`src/hw/rtl/frame_receiver_crc16_unit_macros.svh`:
```
// Assertion macros for the framed receiver with CRC-16 check.
// Every macro samples on clk_i and is disabled while rst_ni is low.
`ifndef FRAME_RECEIVER_CRC16_UNIT_MACROS_SVH
`define FRAME_RECEIVER_CRC16_UNIT_MACROS_SVH

// Same-cycle implication.
`define FRC_ASSERT_NOW(label, ante, cons, msg) \
  label: assert property (@(posedge clk_i) disable iff (!rst_ni) (ante) |-> (cons)) \
    else $error(msg);

// Next-cycle implication.
`define FRC_ASSERT_NEXT(label, ante, cons, msg) \
  label: assert property (@(posedge clk_i) disable iff (!rst_ni) (ante) |=> (cons)) \
    else $error(msg);

`endif

```
`src/hw/rtl/frc_pkg.sv`:
```
// Shared types, constants and the byte-wise CRC-16 update for the frame receiver.
// No dependencies.
`timescale 1ns / 1ps

package frc_pkg;

  localparam int unsigned MaxPayloadLen = 32;

  localparam logic [15:0] CrcInit = 16'hFFFF;
  localparam logic [15:0] CrcPoly = 16'h1021;
  localparam logic [15:0] CrcMsb  = 16'h8000;

  // Configuration register indexes (byte address = 4 * index).
  localparam logic [1:0] RegStartOne  = 2'd0;
  localparam logic [1:0] RegStartTwo  = 2'd1;
  localparam logic [1:0] RegExpVer    = 2'd2;
  localparam logic [1:0] RegCmdType   = 2'd3;

  // Result status codes.
  localparam logic [2:0] StatOk      = 3'd0;
  localparam logic [2:0] StatDesync  = 3'd1;
  localparam logic [2:0] StatLenBig  = 3'd2;
  localparam logic [2:0] StatCrcFail = 3'd3;
  localparam logic [2:0] StatBadVer  = 3'd4;
  localparam logic [2:0] StatBadType = 3'd5;

  typedef struct packed {
    logic [2:0]  status;
    logic [7:0]  frame_version;
    logic [7:0]  frame_kind;
    logic [7:0]  payload_length;
    logic [7:0]  sequence_number;
    logic        has_command;
    logic [15:0] command_code;
    logic        has_value;
    logic [15:0] value_field;
    logic        has_timestamp;
    logic [31:0] timestamp_us;
    logic [15:0] crc_computed;
  } frc_result_t;

  // CRC-16/CCITT-FALSE, one byte MSB first.
  function automatic logic [15:0] crc_feed(input logic [15:0] crc, input logic [7:0] b);
    logic [15:0] c;
    c = crc ^ {b, 8'h00};
    for (int k = 0; k < 8; k++) begin
      if ((c & CrcMsb) != 16'h0000) begin
        c = {c[14:0], 1'b0} ^ CrcPoly;
      end else begin
        c = {c[14:0], 1'b0};
      end
    end
    return c;
  endfunction

endpackage

```
`src/hw/rtl/frame_receiver_crc16_unit.sv`:
```
// Top level of the byte-serial frame receiver with CRC-16/CCITT-FALSE check.
// Depends on frc_pkg and frame_receiver_crc16_unit_macros.svh.
`timescale 1ns / 1ps
`include "frame_receiver_crc16_unit_macros.svh"

// Takes one received byte per transaction on the input channel and follows a
// frame: start byte one, start byte two, version, type, length, sequence,
// payload and a CRC-16 sent low byte first. The CRC (poly 0x1021, init 0xFFFF,
// MSB first) covers version through the last payload byte. One result
// transaction leaves for a wrong start byte (desync), for a length above the
// maximum, and for the closing CRC byte of a frame; every other byte gives
// none. The block accepts one byte every cycle: each byte lands in an input
// register, and the whole phase step and byte-wise CRC update then run in one
// pass and load the result register, from which a result is offered on the
// output. Throughput drops below one byte per cycle only while a result sits
// unclaimed in the result register, which holds back the input register.
// Configuration (start bytes, expected version, command type) sits at byte
// addresses 0, 4, 8 and 12 of the APB port and should be written while no
// frame is in flight.
module frame_receiver_crc16_unit
  import frc_pkg::*;
(
  input  logic        clk_i,
  input  logic        rst_ni,
  // APB configuration port
  input  logic        psel,
  input  logic        penable,
  input  logic        pwrite,
  input  logic [3:0]  paddr,
  input  logic [31:0] pwdata,
  output logic [31:0] prdata,
  output logic        pready,
  // received bytes
  input  logic        in_valid_i,
  output logic        in_ready_o,
  input  logic [7:0]  rx_byte_i,
  // results
  output logic        out_valid_o,
  input  logic        out_ready_i,
  output logic [2:0]  status_o,
  output logic [7:0]  frame_version_o,
  output logic [7:0]  frame_kind_o,
  output logic [7:0]  payload_length_o,
  output logic [7:0]  sequence_number_o,
  output logic        has_command_o,
  output logic [15:0] command_code_o,
  output logic        has_value_o,
  output logic [15:0] value_field_o,
  output logic        has_timestamp_o,
  output logic [31:0] timestamp_us_o,
  output logic [15:0] crc_computed_o
);

  // Parser phases; unused codes fall back to waiting for start byte one.
  localparam logic [3:0] PhSof1    = 4'd0;
  localparam logic [3:0] PhSof2    = 4'd1;
  localparam logic [3:0] PhVer     = 4'd2;
  localparam logic [3:0] PhType    = 4'd3;
  localparam logic [3:0] PhLen     = 4'd4;
  localparam logic [3:0] PhSeq     = 4'd5;
  localparam logic [3:0] PhPayload = 4'd6;
  localparam logic [3:0] PhCrcl    = 4'd7;
  localparam logic [3:0] PhCrch    = 4'd8;

  localparam logic [7:0] MaxLen = 8'(MaxPayloadLen);

  // ---------------- configuration registers ----------------
  logic [7:0] sof1_q, sof2_q, exp_ver_q, cmd_type_q;
  logic       cfg_we;

  assign pready = 1'b1;
  assign cfg_we = psel & penable & pwrite & pready;

  always_ff @(posedge clk_i or negedge rst_ni) begin
    if (!rst_ni) begin
      sof1_q     <= 8'hAA;
      sof2_q     <= 8'h55;
      exp_ver_q  <= 8'h01;
      cmd_type_q <= 8'h01;
    end else if (cfg_we) begin
      case (paddr[3:2])
        RegStartOne: sof1_q     <= pwdata[7:0];
        RegStartTwo: sof2_q     <= pwdata[7:0];
        RegExpVer:   exp_ver_q  <= pwdata[7:0];
        RegCmdType:  cmd_type_q <= pwdata[7:0];
        default: ;
      endcase
    end
  end

  always_comb begin
    case (paddr[3:2])
      RegStartOne: prdata = {24'h0, sof1_q};
      RegStartTwo: prdata = {24'h0, sof2_q};
      RegExpVer:   prdata = {24'h0, exp_ver_q};
      RegCmdType:  prdata = {24'h0, cmd_type_q};
      default:     prdata = 32'h0;
    endcase
  end

  // ---------------- input register ----------------
  logic       in_valid_q;
  logic [7:0] in_byte_q;
  logic       out_valid_q;
  logic       step;

  // Advance the held byte only when the result register has room for it.
  assign step       = in_valid_q & (~out_valid_q | out_ready_i);
  assign in_ready_o = ~in_valid_q | step;

  always_ff @(posedge clk_i or negedge rst_ni) begin
    if (!rst_ni) begin
      in_valid_q <= 1'b0;
    end else if (in_ready_o) begin
      in_valid_q <= in_valid_i;
    end
  end

  always_ff @(posedge clk_i) begin
    if (in_valid_i && in_ready_o) begin
      in_byte_q <= rx_byte_i;
    end
  end

  // ---------------- parser state ----------------
  logic [3:0]  phase_q, phase_d;
  logic [7:0]  ver_q, ver_d;
  logic [7:0]  kind_q, kind_d;
  logic [7:0]  len_q, len_d;
  logic [7:0]  seq_q, seq_d;
  logic [7:0]  pos_q, pos_d;
  logic [15:0] crc_q, crc_d;
  logic [7:0]  crc_lo_q, crc_lo_d;
  logic [7:0]  head_q [8];
  logic        head_we;

  logic [15:0]  crc_next;
  logic [15:0]  rx_crc;
  logic         emit;
  frc_result_t  res_d, res_q;

  assign crc_next = crc_feed(crc_q, in_byte_q);
  assign rx_crc   = {in_byte_q, crc_lo_q};

  always_comb begin
    phase_d  = phase_q;
    ver_d    = ver_q;
    kind_d   = kind_q;
    len_d    = len_q;
    seq_d    = seq_q;
    pos_d    = pos_q;
    crc_d    = crc_q;
    crc_lo_d = crc_lo_q;
    head_we  = 1'b0;
    emit     = 1'b0;
    res_d    = '0;

    case (phase_q)
      PhSof2: begin
        if (in_byte_q == sof2_q) begin
          phase_d = PhVer;
          crc_d   = CrcInit;
        end else begin
          phase_d      = PhSof1;
          emit         = 1'b1;
          res_d.status = StatDesync;
        end
      end
      PhVer: begin
        ver_d   = in_byte_q;
        crc_d   = crc_next;
        phase_d = PhType;
      end
      PhType: begin
        kind_d  = in_byte_q;
        crc_d   = crc_next;
        phase_d = PhLen;
      end
      PhLen: begin
        len_d = in_byte_q;
        crc_d = crc_next;
        if (in_byte_q > MaxLen) begin
          phase_d      = PhSof1;
          emit         = 1'b1;
          res_d.status = StatLenBig;
        end else begin
          phase_d = PhSeq;
        end
      end
      PhSeq: begin
        seq_d   = in_byte_q;
        crc_d   = crc_next;
        pos_d   = 8'h00;
        phase_d = (len_q == 8'h00) ? PhCrcl : PhPayload;
      end
      PhPayload: begin
        // Only the first eight payload bytes are kept; the rest feed the CRC.
        head_we = (pos_q < 8'd8);
        crc_d   = crc_next;
        pos_d   = pos_q + 8'd1;
        if (pos_d >= len_q) begin
          phase_d = PhCrcl;
        end
      end
      PhCrcl: begin
        crc_lo_d = in_byte_q;
        phase_d  = PhCrch;
      end
      PhCrch: begin
        phase_d = PhSof1;
        emit    = 1'b1;
        // Check in order: CRC, then version, then type.
        if (crc_q != rx_crc) begin
          res_d.status = StatCrcFail;
        end else if (ver_q != exp_ver_q) begin
          res_d.status = StatBadVer;
        end else if (kind_q != cmd_type_q) begin
          res_d.status = StatBadType;
        end else begin
          res_d.status = StatOk;
        end
        res_d.frame_version   = ver_q;
        res_d.frame_kind      = kind_q;
        res_d.payload_length  = len_q;
        res_d.sequence_number = seq_q;
        res_d.crc_computed    = crc_q;
        if (len_q inside {8'd2, 8'd4, 8'd6, 8'd8}) begin
          res_d.has_command  = 1'b1;
          res_d.command_code = {head_q[1], head_q[0]};
        end
        if (len_q inside {8'd4, 8'd8}) begin
          res_d.has_value   = 1'b1;
          res_d.value_field = {head_q[3], head_q[2]};
        end
        if (len_q == 8'd6) begin
          res_d.has_timestamp = 1'b1;
          res_d.timestamp_us  = {head_q[5], head_q[4], head_q[3], head_q[2]};
        end else if (len_q == 8'd8) begin
          res_d.has_timestamp = 1'b1;
          res_d.timestamp_us  = {head_q[7], head_q[6], head_q[5], head_q[4]};
        end
      end
      default: begin
        // Hunt for start byte one; any other byte is a desync.
        if (in_byte_q == sof1_q) begin
          phase_d = PhSof2;
        end else begin
          phase_d      = PhSof1;
          emit         = 1'b1;
          res_d.status = StatDesync;
        end
      end
    endcase
  end

  always_ff @(posedge clk_i or negedge rst_ni) begin
    if (!rst_ni) begin
      phase_q  <= PhSof1;
      ver_q    <= 8'h00;
      kind_q   <= 8'h00;
      len_q    <= 8'h00;
      seq_q    <= 8'h00;
      pos_q    <= 8'h00;
      crc_q    <= CrcInit;
      crc_lo_q <= 8'h00;
    end else if (step) begin
      phase_q  <= phase_d;
      ver_q    <= ver_d;
      kind_q   <= kind_d;
      len_q    <= len_d;
      seq_q    <= seq_d;
      pos_q    <= pos_d;
      crc_q    <= crc_d;
      crc_lo_q <= crc_lo_d;
    end
  end

  // Payload head bytes: written by the frame before they are decoded.
  always_ff @(posedge clk_i) begin
    if (step && head_we) begin
      head_q[pos_q[2:0]] <= in_byte_q;
    end
  end

  // ---------------- result register ----------------
  always_ff @(posedge clk_i or negedge rst_ni) begin
    if (!rst_ni) begin
      out_valid_q <= 1'b0;
    end else if (step && emit) begin
      out_valid_q <= 1'b1;
    end else if (out_ready_i) begin
      out_valid_q <= 1'b0;
    end
  end

  always_ff @(posedge clk_i) begin
    if (step && emit) begin
      res_q <= res_d;
    end
  end

  assign out_valid_o       = out_valid_q;
  assign status_o          = res_q.status;
  assign frame_version_o   = res_q.frame_version;
  assign frame_kind_o      = res_q.frame_kind;
  assign payload_length_o  = res_q.payload_length;
  assign sequence_number_o = res_q.sequence_number;
  assign has_command_o     = res_q.has_command;
  assign command_code_o    = res_q.command_code;
  assign has_value_o       = res_q.has_value;
  assign value_field_o     = res_q.value_field;
  assign has_timestamp_o   = res_q.has_timestamp;
  assign timestamp_us_o    = res_q.timestamp_us;
  assign crc_computed_o    = res_q.crc_computed;

  // ---------------- assertions ----------------
  `FRC_ASSERT_NOW(a_no_step_when_blocked, out_valid_q && !out_ready_i, !step, "byte advanced into a held result")
  `FRC_ASSERT_NEXT(a_close_returns_hunt, step && phase_q == PhCrch, phase_q == PhSof1, "closing byte did not return to hunt")
  `FRC_ASSERT_NOW(a_pos_below_len, phase_q == PhPayload, pos_q < len_q, "payload position ran past length")
  `FRC_ASSERT_NOW(a_value_needs_cmd, out_valid_q && res_q.has_value, res_q.has_command, "value without command")
  `FRC_ASSERT_NOW(a_desync_zero, out_valid_q && res_q.status == StatDesync, res_q.crc_computed == 16'h0 && res_q.payload_length == 8'h0, "desync result carries frame data")

endmodule
```
`config.mk`:
```
export PLATFORM = sky130hd
export DESIGN_NAME = frame_receiver_crc16_unit
export DESIGN_NICKNAME = d
export VERILOG_FILES = /design/src/hw/rtl/frc_pkg.sv /design/src/hw/rtl/frame_receiver_crc16_unit.sv
export VERILOG_INCLUDE_DIRS = /design/src /design/src/hw/rtl
export SDC_FILE = /design/constraint.sdc
export NUM_CORES = 1
export LEC_CHECK = 0
export ABC_AREA = 1
export BUFFER_PORTS_ARGS = -buffer_cell sky130_fd_sc_hd__buf_2
export CORE_AREA = 3 3 137 172
export CTS_BUF_LIST = sky130_fd_sc_hd__clkbuf_2 sky130_fd_sc_hd__clkbuf_4 sky130_fd_sc_hd__clkbuf_8
export DETAILED_ROUTE_END_ITERATION = 8
export DIE_AREA = 0 0 140 175
export HOLD_SLACK_MARGIN = 0.12
export PLACE_DENSITY = 0.93
export SLEW_MARGIN = 40
export SYNTH_ARGS = -nofsm -noshare
export SYNTH_HDL_FRONTEND = slang
export SYNTH_SLANG_ARGS = --single-unit
```
`constraint.sdc`:
```
create_clock -name clk_i -period 5.4 [get_ports clk_i]
set_input_delay 1.08 -clock clk_i [delete_from_list [all_inputs] [get_ports clk_i]]
set_output_delay 1.08 -clock clk_i [all_outputs]
set_load 0.02 [all_outputs]
```
* After elaboration in Yosys (flattened, before gate mapping)
Memory sizes are Yosys's and may differ from the RTL's.
Index checks and enable logic that the tools add are counted.
W data, S select, Z words.
** Storage, ports and cells
- Register bits after elaboration :: 228
- Latch bits :: 0
- Memory bits (writable) :: 64
- ROM bits :: 0
- Input bits :: 51
- Output and inout port bits :: 153
- Word-level logic and storage cells :: 134
- Memories :: 1
** Memory list
- head_q :: depth 8, width 8, read ports 8, clocked after memory_dff 0, write ports 1, RTL line frame_receiver_crc16_unit.sv:134 : logic [7:0] head_q [8];
** Cells by class
- Add/sub/neg operators :: 1
- Multiply operators :: 0
- Divide/modulo/power cells :: 0
- $lt $le $gt $ge :: 3
- Equal/unequal tests :: 22
- Shift operators :: 0
- Mux-type cells :: 38
- Bitwise logic cells :: 16
- Reductions and logical operators :: 26
** Operator list (number)
- $pmux W32 S4 :: 1
- $mux W13 :: 8
- $mux W33 :: 2
- $mux W17 :: 2
- $pmux W16 S2 :: 1
- $pmux W4 S8 :: 1
- $reduce_and A2 Y1 :: 13
- $not A3 Y3 :: 8
- $eq A4 B3 Y1 const B :: 4
- $eq A8 B3 Y1 const B :: 2
- $eq A8 B8 Y1 :: 2
- $mux W16 :: 1
- $ne A16 B16 Y1 :: 1
- $ne A8 B8 Y1 :: 2
- $pmux W8 S2 :: 1
- $xor A16 B16 Y16 :: 1
- $mux W1 :: 12
- $mux W3 :: 4
- $pmux W3 S4 :: 1
- $reduce_or A5 Y1 :: 2
- $add A8 B1 Y8 const B :: 1
- $eq A4 B2 Y1 const B :: 2
- $eq A8 B2 Y1 const B :: 1
- $eq A8 B4 Y1 const B :: 1
- 20 further kinds :: 32

* Depth between registers and ports, before layout
Gate-level depths: netlist (run 1).
- Depth after elaboration :: 18
- Depth in mapped cells :: 15
- Mapped depth without buffers :: 14

* Least setup slack after synthesis (run 1)
OpenSTA, ideal clock, no wires.
- Path type :: in2reg
- Start point :: input out_ready_i
- End point :: register res_q, in the netlist command_code_o[0] (enable)
- Library setup time :: 0.471 ns
- Data arrival time :: 3.779 ns
- Required time :: 4.929 ns
- Slack :: 1.149 ns
- Stages :: 6
- Buffers on the path :: 0
- Cell sequence :: inv_1 > a21boi_1 > inv_1 > nor2_1 > nand2_1 > inv_1
** Between the ends
- Longest elaborated chain between the ends :: 3
** RTL lines
- from (decl) :: RTL line frame_receiver_crc16_unit.sv:39 : input logic out_ready_i,
- $or A1 B1 Y1 :: RTL line frame_receiver_crc16_unit.sv:108 : assign step = in_valid_q & (~out_valid_q | out_ready_i);
- $and A1 B1 Y1 :: RTL line frame_receiver_crc16_unit.sv:108
- $logic_and A1 B1 Y1 :: RTL line frame_receiver_crc16_unit.sv:297 : if (step && emit) begin
- to (signal assigned) :: RTL line frame_receiver_crc16_unit.sv:298 : res_q <= res_d;
- to (decl) :: RTL line frame_receiver_crc16_unit.sv:140 : frc_result_t res_d, res_q;
No other way between the ends.
A chain may end at the register's enable or synchronous reset.

* Worst setup path after layout (run 1)
- Start point :: register phase_q[1]
- End point :: register res_q, in the netlist has_command_o (enable)
** Between the ends
- Longest elaborated chain between the ends :: 4
- Elaborated cells between the ends (all ways) :: 11
- Those cells by class :: eq/ne (8); mux (1); reduce/logical (2)
** RTL lines
- from (decl) :: RTL line frame_receiver_crc16_unit.sv:126 : logic [3:0] phase_q, phase_d;
- from (signal assigned) :: RTL line frame_receiver_crc16_unit.sv:258 : phase_q <= PhSof1;
- from (signal assigned) :: RTL line frame_receiver_crc16_unit.sv:267 : phase_q <= phase_d;
- $eq A4 B3 Y1 / $eq A4 B2 Y1 (equally long branches) :: RTL line frame_receiver_crc16_unit.sv:158 : case (phase_q)
- $reduce_or A5 Y1 (no source line)
- $pmux W1 S4 * :: RTL line frame_receiver_crc16_unit.sv:158
- $logic_and A1 B1 Y1 * :: RTL line frame_receiver_crc16_unit.sv:297
Every way passes the cells marked *; elsewhere a longest branch is shown, timed or not.

==> results.py, run 1 <==
metrics = {
    "floorplan": {
        "core_um2": 22130,
        "num_rows": 61,
        "die_x_um": 140,
        "die_y_um": 175,
        "dieArea_um2": 24500,
        "ios": 204,
        "initial_core_util_pct": 58.69,
    },
    "cells_and_area": {
        "finalInstanceArea_um2": 14840,
        "n_antenna_cell": 0,
        "ff_latch_area_um2": 8290,
        "drive_gt1_share_pct": 23.02,
        "nets": 1507,
        "area_growth_pct": 14.23,
        "multi_input_area_um2": 3834,
        "finalNonFillerCells": 1764,
        "fillers": 1604,
    },
    "detailed_routing": {
        "routedWlPerCell_um": 16.93,
        "via_count": 9496,
        "drtIter0Drc": 948,
        "first_pass_iters": 6,
        "postRouteAntennaNets": 0,
        "vias_per_cell": 5.383,
        "drt_wl_total_um": 29870,
        "drcViolationCount": 0,
    },
    "placed_design": {
        "placed_area_um2": 13940,
        "place_inst": 1685,
        "io_buffers": 152,
        "place_congestion": 0.9353,
        "dp_hpwl_um": 20700,
    },
    "hold_path": {
        "hold_end": "crc_q[15]",
        "hp-class": "reg -> reg",
        "holdCritStartpoint": "crc_q[15]",
        "hold_depth": 2,
    },
    "clock_tree": {
        "htreeDepth": 2,
        "clock_latency_ns": 0.55,
        "clkSinkCount": 292,
        "ctsHoldBuffers": 0,
        "postCtsSetupRepairBufs": 0,
        "cts_buffers": 43,
        "post_cts_resized": 0,
        "root_buffer": "clkbuf_8",
        "cts_buffer_depth": 3,
        "cts_tree": "built",
        "clk_pin_slew_ns": 0.06,
    },
    "worst_setup_path": {
        "r2r-end": "has_command_o",
        "max_stage_delay_ns": 0.62,
        "critPathMostFrequentCell": "nand2_1",
        "reg2regPathDepth": 10,
        "crit_type": "reg -> reg",
        "cp_data_required_time_ns": 5.62,
        "cp_slowest_cell": "clkinv_2",
        "cp_cell_sequence": "nor2_1 > nand2_1 > nor2_4 > clkinv_2 > nand2_1 > inv_1 > nand3_1 > nand2_1 > inv_6 > buf_12",
        "reg2reg_slack_ns": 2.05,
        "r2r_start": "phase_q[1]",
        "path_max_fanout": 66,
        "worstPathArrival_ns": 3.57,
        "start_kind": "register",
        "end_kind": "register",
    },
    "timing": {
        "rsz0062_at_grt": "false",
        "final-setup-viol-count": 0,
        "min_period_ns": 3.352,
        "worstMarginPinSlew_ns": 0.7921,
        "period_share_pct": 62.07,
        "slew-limit-headroom_pct": 46.91,
        "max_freq_mhz": 298.3,
        "final_max_slew_viol_count": 0,
        "finalHoldViolCount": 0,
        "clock_skew_ns": 0.01766,
        "setup-tns-final_ns": 0,
        "hold_ws_ns": 0.4846,
    },
    "power": {
        "ir_drop_mv": 0.2462,
        "power_mw": 5.492,
        "power_density_nw_per_um2": 370.1,
        "leakage_nw": 6.576,
    },
    "global_route": {
        "grtUsageTotal_pct": 24.33,
        "grt_pass1_vias": 9438,
        "grt_overflow_total": 0,
        "grt_first_pass_wirelength_um": 47570,
        "antenna_found_initial": 0,
        "grt_max_degree": 72,
    },
    "synthesis": {
        "async_flop_share_pct": 34.93,
        "syn_inst": 1280,
        "seq_area_frac_synth_pct": 63.82,
        "synth_area_leaders": "edfxtp_1 (44%), dfrtp_1 (15%), nand2_1 (8.9%), dfstp_2 (5.3%), nor2_1 (4.7%)",
        "yosysWarningCount": 0,
        "avgSynthCellArea_um2": 10.15,
        "post-synth-top-count-cell": "nand2_1",
        "synth_top_area_cell": "edfxtp_1",
        "synth_cell_types": 38,
        "synth_seq_cells": 292,
        "ys.flop_type": "edfxtp_1",
        "synth_edf_count": 190,
        "synth_commonest_cells": "nand2_1 (309), edfxtp_1 (190), nor2_1 (163)",
        "synth_top_area_share_pct": 43.92,
        "syn_area_um2": 12990,
    },
    "flow_run": {
        "max_cap_viol_count": 0,
    },
    "status": {
        "status": "complete, no violations",
    },
}
==> flip-flops by register name, indices dropped and copies added (netlist names), 3 cells and up <==
name,flops
len_q,8
payload_length_o,8
phase_q,4
frame_kind_o,8
kind_q,8
command_code_o,16
exp_ver_q,8
value_field_o,16
timestamp_us_o,32
crc_q,16
sequence_number_o,8
sof1_q,8
ver_q,8
crc_computed_o,16
frame_version_o,8
crc_lo_q,8
sof2_q,8
seq_q,8
status_o,3
pos_q,8
in_byte_q,8
head_q,64
cmd_type_q,8
==> power breakdown <==
group / internal [mW] / total (mW) / switching (mW) / leakage, nW
logic: 0.264 / 0.854 / 0.590 / 3.01
clock network: 1.01 / 1.83 / 0.822 / 0.474
registers: 2.66 / 2.81 / 0.154 / 3.09
total: 3.93 / 5.49 / 1.57 / 6.58
==> metal layers <==
metal	up-vias	track usage [%]	share of wire, %	wire, um
met5	-	0	0	0
met4	0	12.08	4.6	1379
met3	101	4.188	7.4	2210
met2	458	42.15	51	15140
met1	4498	29.43	37	11140
li1	4439	-	-	-
==> worst max path at each step <==
stage,from,end,cells past startpoint
2_1_floorplan,out_ready_i,command_code_o[0],6
3_3_place_gp,out_ready_i,head_q[5][3],8
3_5_place_dp,out_ready_i,has_command_o,9
4_1_cts,phase_q[1],timestamp_us_o[1],10
5_1_grt,phase_q[1],value_field_o[5],10
6_report,phase_q[1],has_command_o,10
==> cells in the final DEF (no fill, tap or decap), types with 35 or more instances in the layout <==
master / netlist / final
clkbuf_8: 0 / 46
nor2_1: 163 / 162
dfrtp_1: 76 / 76
edfxtp_1: 190 / 190
nand2_1: 309 / 309
inv_1: 151 / 150
nor3_2: 29 / 35
buf_2: 8 / 151
o21ai_0: 75 / 75
a21oi_1: 35 / 35
==> cell families (layout without fill, tap and decap cells) <==
group                      Yosys count  count (layout)  synth area share [%]
buffers and inverters              224             402                 7.580
and+or+nand+nor                    579             579                 19.41
xor gates and xnor gates            33              33                 2.225
adders and majority gates            9               9                0.8669
DFF                                292             292                 63.82
other                                2              25               0.05781
AOI/OAI and AO/OA                  141             141                 6.039
==> worst max-delay path: cells and delay by family (launching register included) <==
kind / cells / cell delay (ns)
flip-flops: 1 / 0.45
AND/OR/NAND/NOR: 6 / 1.03
buffers and inverters: 4 / 1.53
==> per-stage QoR <==
step                worst slack (ns)  util, %
floorplan                      1.149        -
global placement               2.030    62.83
detailed placement             2.110    62.98
CTS                            2.198    67.02
global route                   1.759    67.04
finish                         2.048    67.04
==> final cells by class <==
type                            count  share of cell area (%)
Inverter                          161                   4.115
Timing Repair Buffer              162                   5.759
Multi-Input combinational cell    787                   25.84
Clock inverter                     16                  0.9023
Sequential cell                   292                   55.87
Tap cell                          283                   2.386
Clock buffer                       63                   5.127
No activity file was read; power rests on OpenSTA's default activity.
==> inputs of run 2 (changes only) <==
Settings changed: CORE_AREA 3 3 137 172 to 3 3 145 182, DIE_AREA 0 0 140 175 to 0 0 148 185, PLACE_DENSITY 0.93 to 0.88.
Clock period 5.4 ns to 2.8 ns, I/O delays scaled along.
==> run 2 against run 1 <==
Compared with the run above: sequential power up 93%; global-route usage down 2.4 points; worst setup slack worse by 1.7 ns; flip-flop and latch count unchanged; clock-buffer cell count unchanged; cell area up 1.7%; register-to-register slack worse by 1.7 ns; cell count up 4.4%; hold slack worse by 0.30 ns; non-clock buffer count up 28; first-iteration DRC count down 7.2%.
==> results.py, run 2 (synthesized netlist as in run 1, its figures left out) <==
metrics = {
    "worst_setup_path": {
        "path_max_fanout": 8,
        "crit_start": "pos_q[2]",
        "worstPathArrival_ns": 2.93,
        "cp_data_required_time_ns": 3.27,
        "reg2reg_slack_ns": 0.34,
        "r2r_start": "pos_q[2]",
        "crit_type": "reg -> reg",
        "start_kind": "register",
        "end_kind": "register",
    },
    "global_route": {
        "grt_pass1_vias": 9280,
        "grt_first_pass_wirelength_um": 47430,
        "grt_overflow_total": 0,
        "grtUsageTotal_pct": 21.94,
        "antenna_found_initial": 0,
        "grt_max_degree": 55,
    },
    "hold_path": {
        "holdCritStartpoint": "rx_byte_i[4]",
        "hp-class": "in -> reg",
    },
    "detailed_routing": {
        "via_count": 9485,
        "drt_wl_total_um": 30100,
        "postRouteAntennaNets": 0,
        "drcViolationCount": 0,
        "vias_per_cell": 5.152,
        "routedWlPerCell_um": 16.35,
        "drtIter0Drc": 880,
        "first_pass_iters": 7,
    },
    "cells_and_area": {
        "final_core_util_pct": 61.21,
        "largest_reg_flops": 64,
        "n_antenna_cell": 0,
        "nets": 1536,
        "drive_gt1_share_pct": 24.62,
        "area_growth_pct": 16.22,
        "final_common_cell": "nand2_1",
        "final_cell_mix": "nand2_1 (306), edfxtp_1 (190), nor2_1 (162)",
    },
    "timing": {
        "slew-limit-headroom_pct": 52.46,
        "final_max_slew_viol_count": 0,
        "period_share_pct": 87.88,
        "finalHoldViolCount": 0,
        "max_freq_mhz": 406.4,
        "clock_skew_ns": 0.01492,
        "min_period_ns": 2.461,
        "worstMarginPinSlew_ns": 0.7132,
        "hold_ws_ns": 0.1885,
        "rsz0062_at_grt": "false",
        "final-setup-viol-count": 0,
    },
    "clock_tree": {
        "cts_buffers": 44,
        "clkSinkCount": 292,
        "htreeDepth": 2,
        "clock_latency_ns": 0.56,
        "cts_tree": "built",
        "clk_pin_slew_ns": 0.06,
        "root_buffer": "clkbuf_8",
        "cts_buffer_depth": 3,
    },
    "floorplan": {
        "ios": 204,
        "die_x_um": 148,
        "die_y_um": 185,
        "initial_core_util_pct": 52.67,
        "num_rows": 64,
        "core_um2": 24660,
        "dieArea_um2": 27380,
    },
    "status": {
        "status": "complete, no violations",
    },
    "power": {
        "power_mw": 10.57,
        "leakage_nw": 6.712,
        "ir_drop_mv": 0.4749,
        "power_density_nw_per_um2": 699.9,
    },
    "placed_design": {
        "place_congestion": 0.9419,
        "io_buffers": 152,
        "dp_hpwl_um": 21280,
    },
    "flow_run": {
        "max_cap_viol_count": 0,
    },
}
-- run 2: cell types whose count changed in the layout (fill, tap and decap cells not counted), moves of 3 or more --
| cell | previous run | this run |
|---|---|---|
| inv_1 | 150 | 147 |
| clkinv_1 | 4 | 8 |
| nor3_1 | 10 | 16 |
| xnor2_1 | 21 | 18 |
| nand2_2 | 5 | 8 |
| buf_4 | 9 | 36 |
| nand2_1 | 309 | 306 |
| xnor2_2 | 0 | 3 |
| nor3_2 | 35 | 29 |
| inv_2 | 8 | 12 |
-- run 2: worst paths after layout --
kind                                end  cells past startpoint
max in group asynchronous     crc_q[12]                      3
hold reg to reg               crc_q[15]                      2
setup / recovery             phase_q[3]                     12
setup reg to reg             phase_q[3]                     12
hold / removal             in_byte_q[4]                      1
min in group asynchronous   crc_lo_q[3]                      2
-- run 2: area by class of cell --
cell class / count / area (um^2)
clock buffers: 63 / 754.5
clock inverters: 18 / 113.9
fillers: 1971 / 9567
inverters: 161 / 608.1
multi-input cells: 787 / 3839
flip-flops and latches: 292 / 8293
well taps: 330 / 412.9
repair buffers: 190 / 1076
-- run 2: per-stage QoR --
stage	TNS, ns	area [um^2]	worst slack, ns	std cells
floorplan	-69.74	13140	-0.5910	1303
global placement	0	14210	0.3448	1759
detailed placement	0	14210	0.3003	1759
CTS	0	15090	0.2629	1841
global route	0	15100	0.06387	1841
finish	0	15100	0.3394	1841
-- run 2: power breakdown --
group | internal, mW | switching (mW) | leakage [nW]
combinational | 0.550 | 1.16 | 3.16
sequential | 5.12 | 0.303 | 3.09
clock | 1.84 | 1.60 | 0.459
total | 7.51 | 3.06 | 6.71
-- run 2: repair_timing --
action / in CTS / in global routing
setup endpoints to repair: 0 / 4
gates resized for setup: 0 / 3
setup buffers: 0 / 0
endpoints found under the hold margin: 35 / 0
hold buffers: 1 / 0
-- run 2: worst max-delay path: stages, from the launching register on --
cell and delay [ns]:
dfrtp_2 0.44, nand2_1 0.12, nor2_1 0.17, nand3_1 0.13, nor3_1 0.20, xor2_1 0.23, ha_1 0.28, a21o_1 0.18
a21oi_1 0.12, nand4_1 0.22, nand2_2 0.16, nand2_1 0.06, nand2_1 0.06
-- run 2: routing by layer --
metal / vias up / global-route usage [%] / part of all wire, %
met5: - / 0 / 0
li1: 4496 / - / -
met4: 0 / 8.466 / 3.2
met3: 89 / 3.744 / 6.9
met1: 4490 / 26.08 / 38
met2: 410 / 39.86 / 52
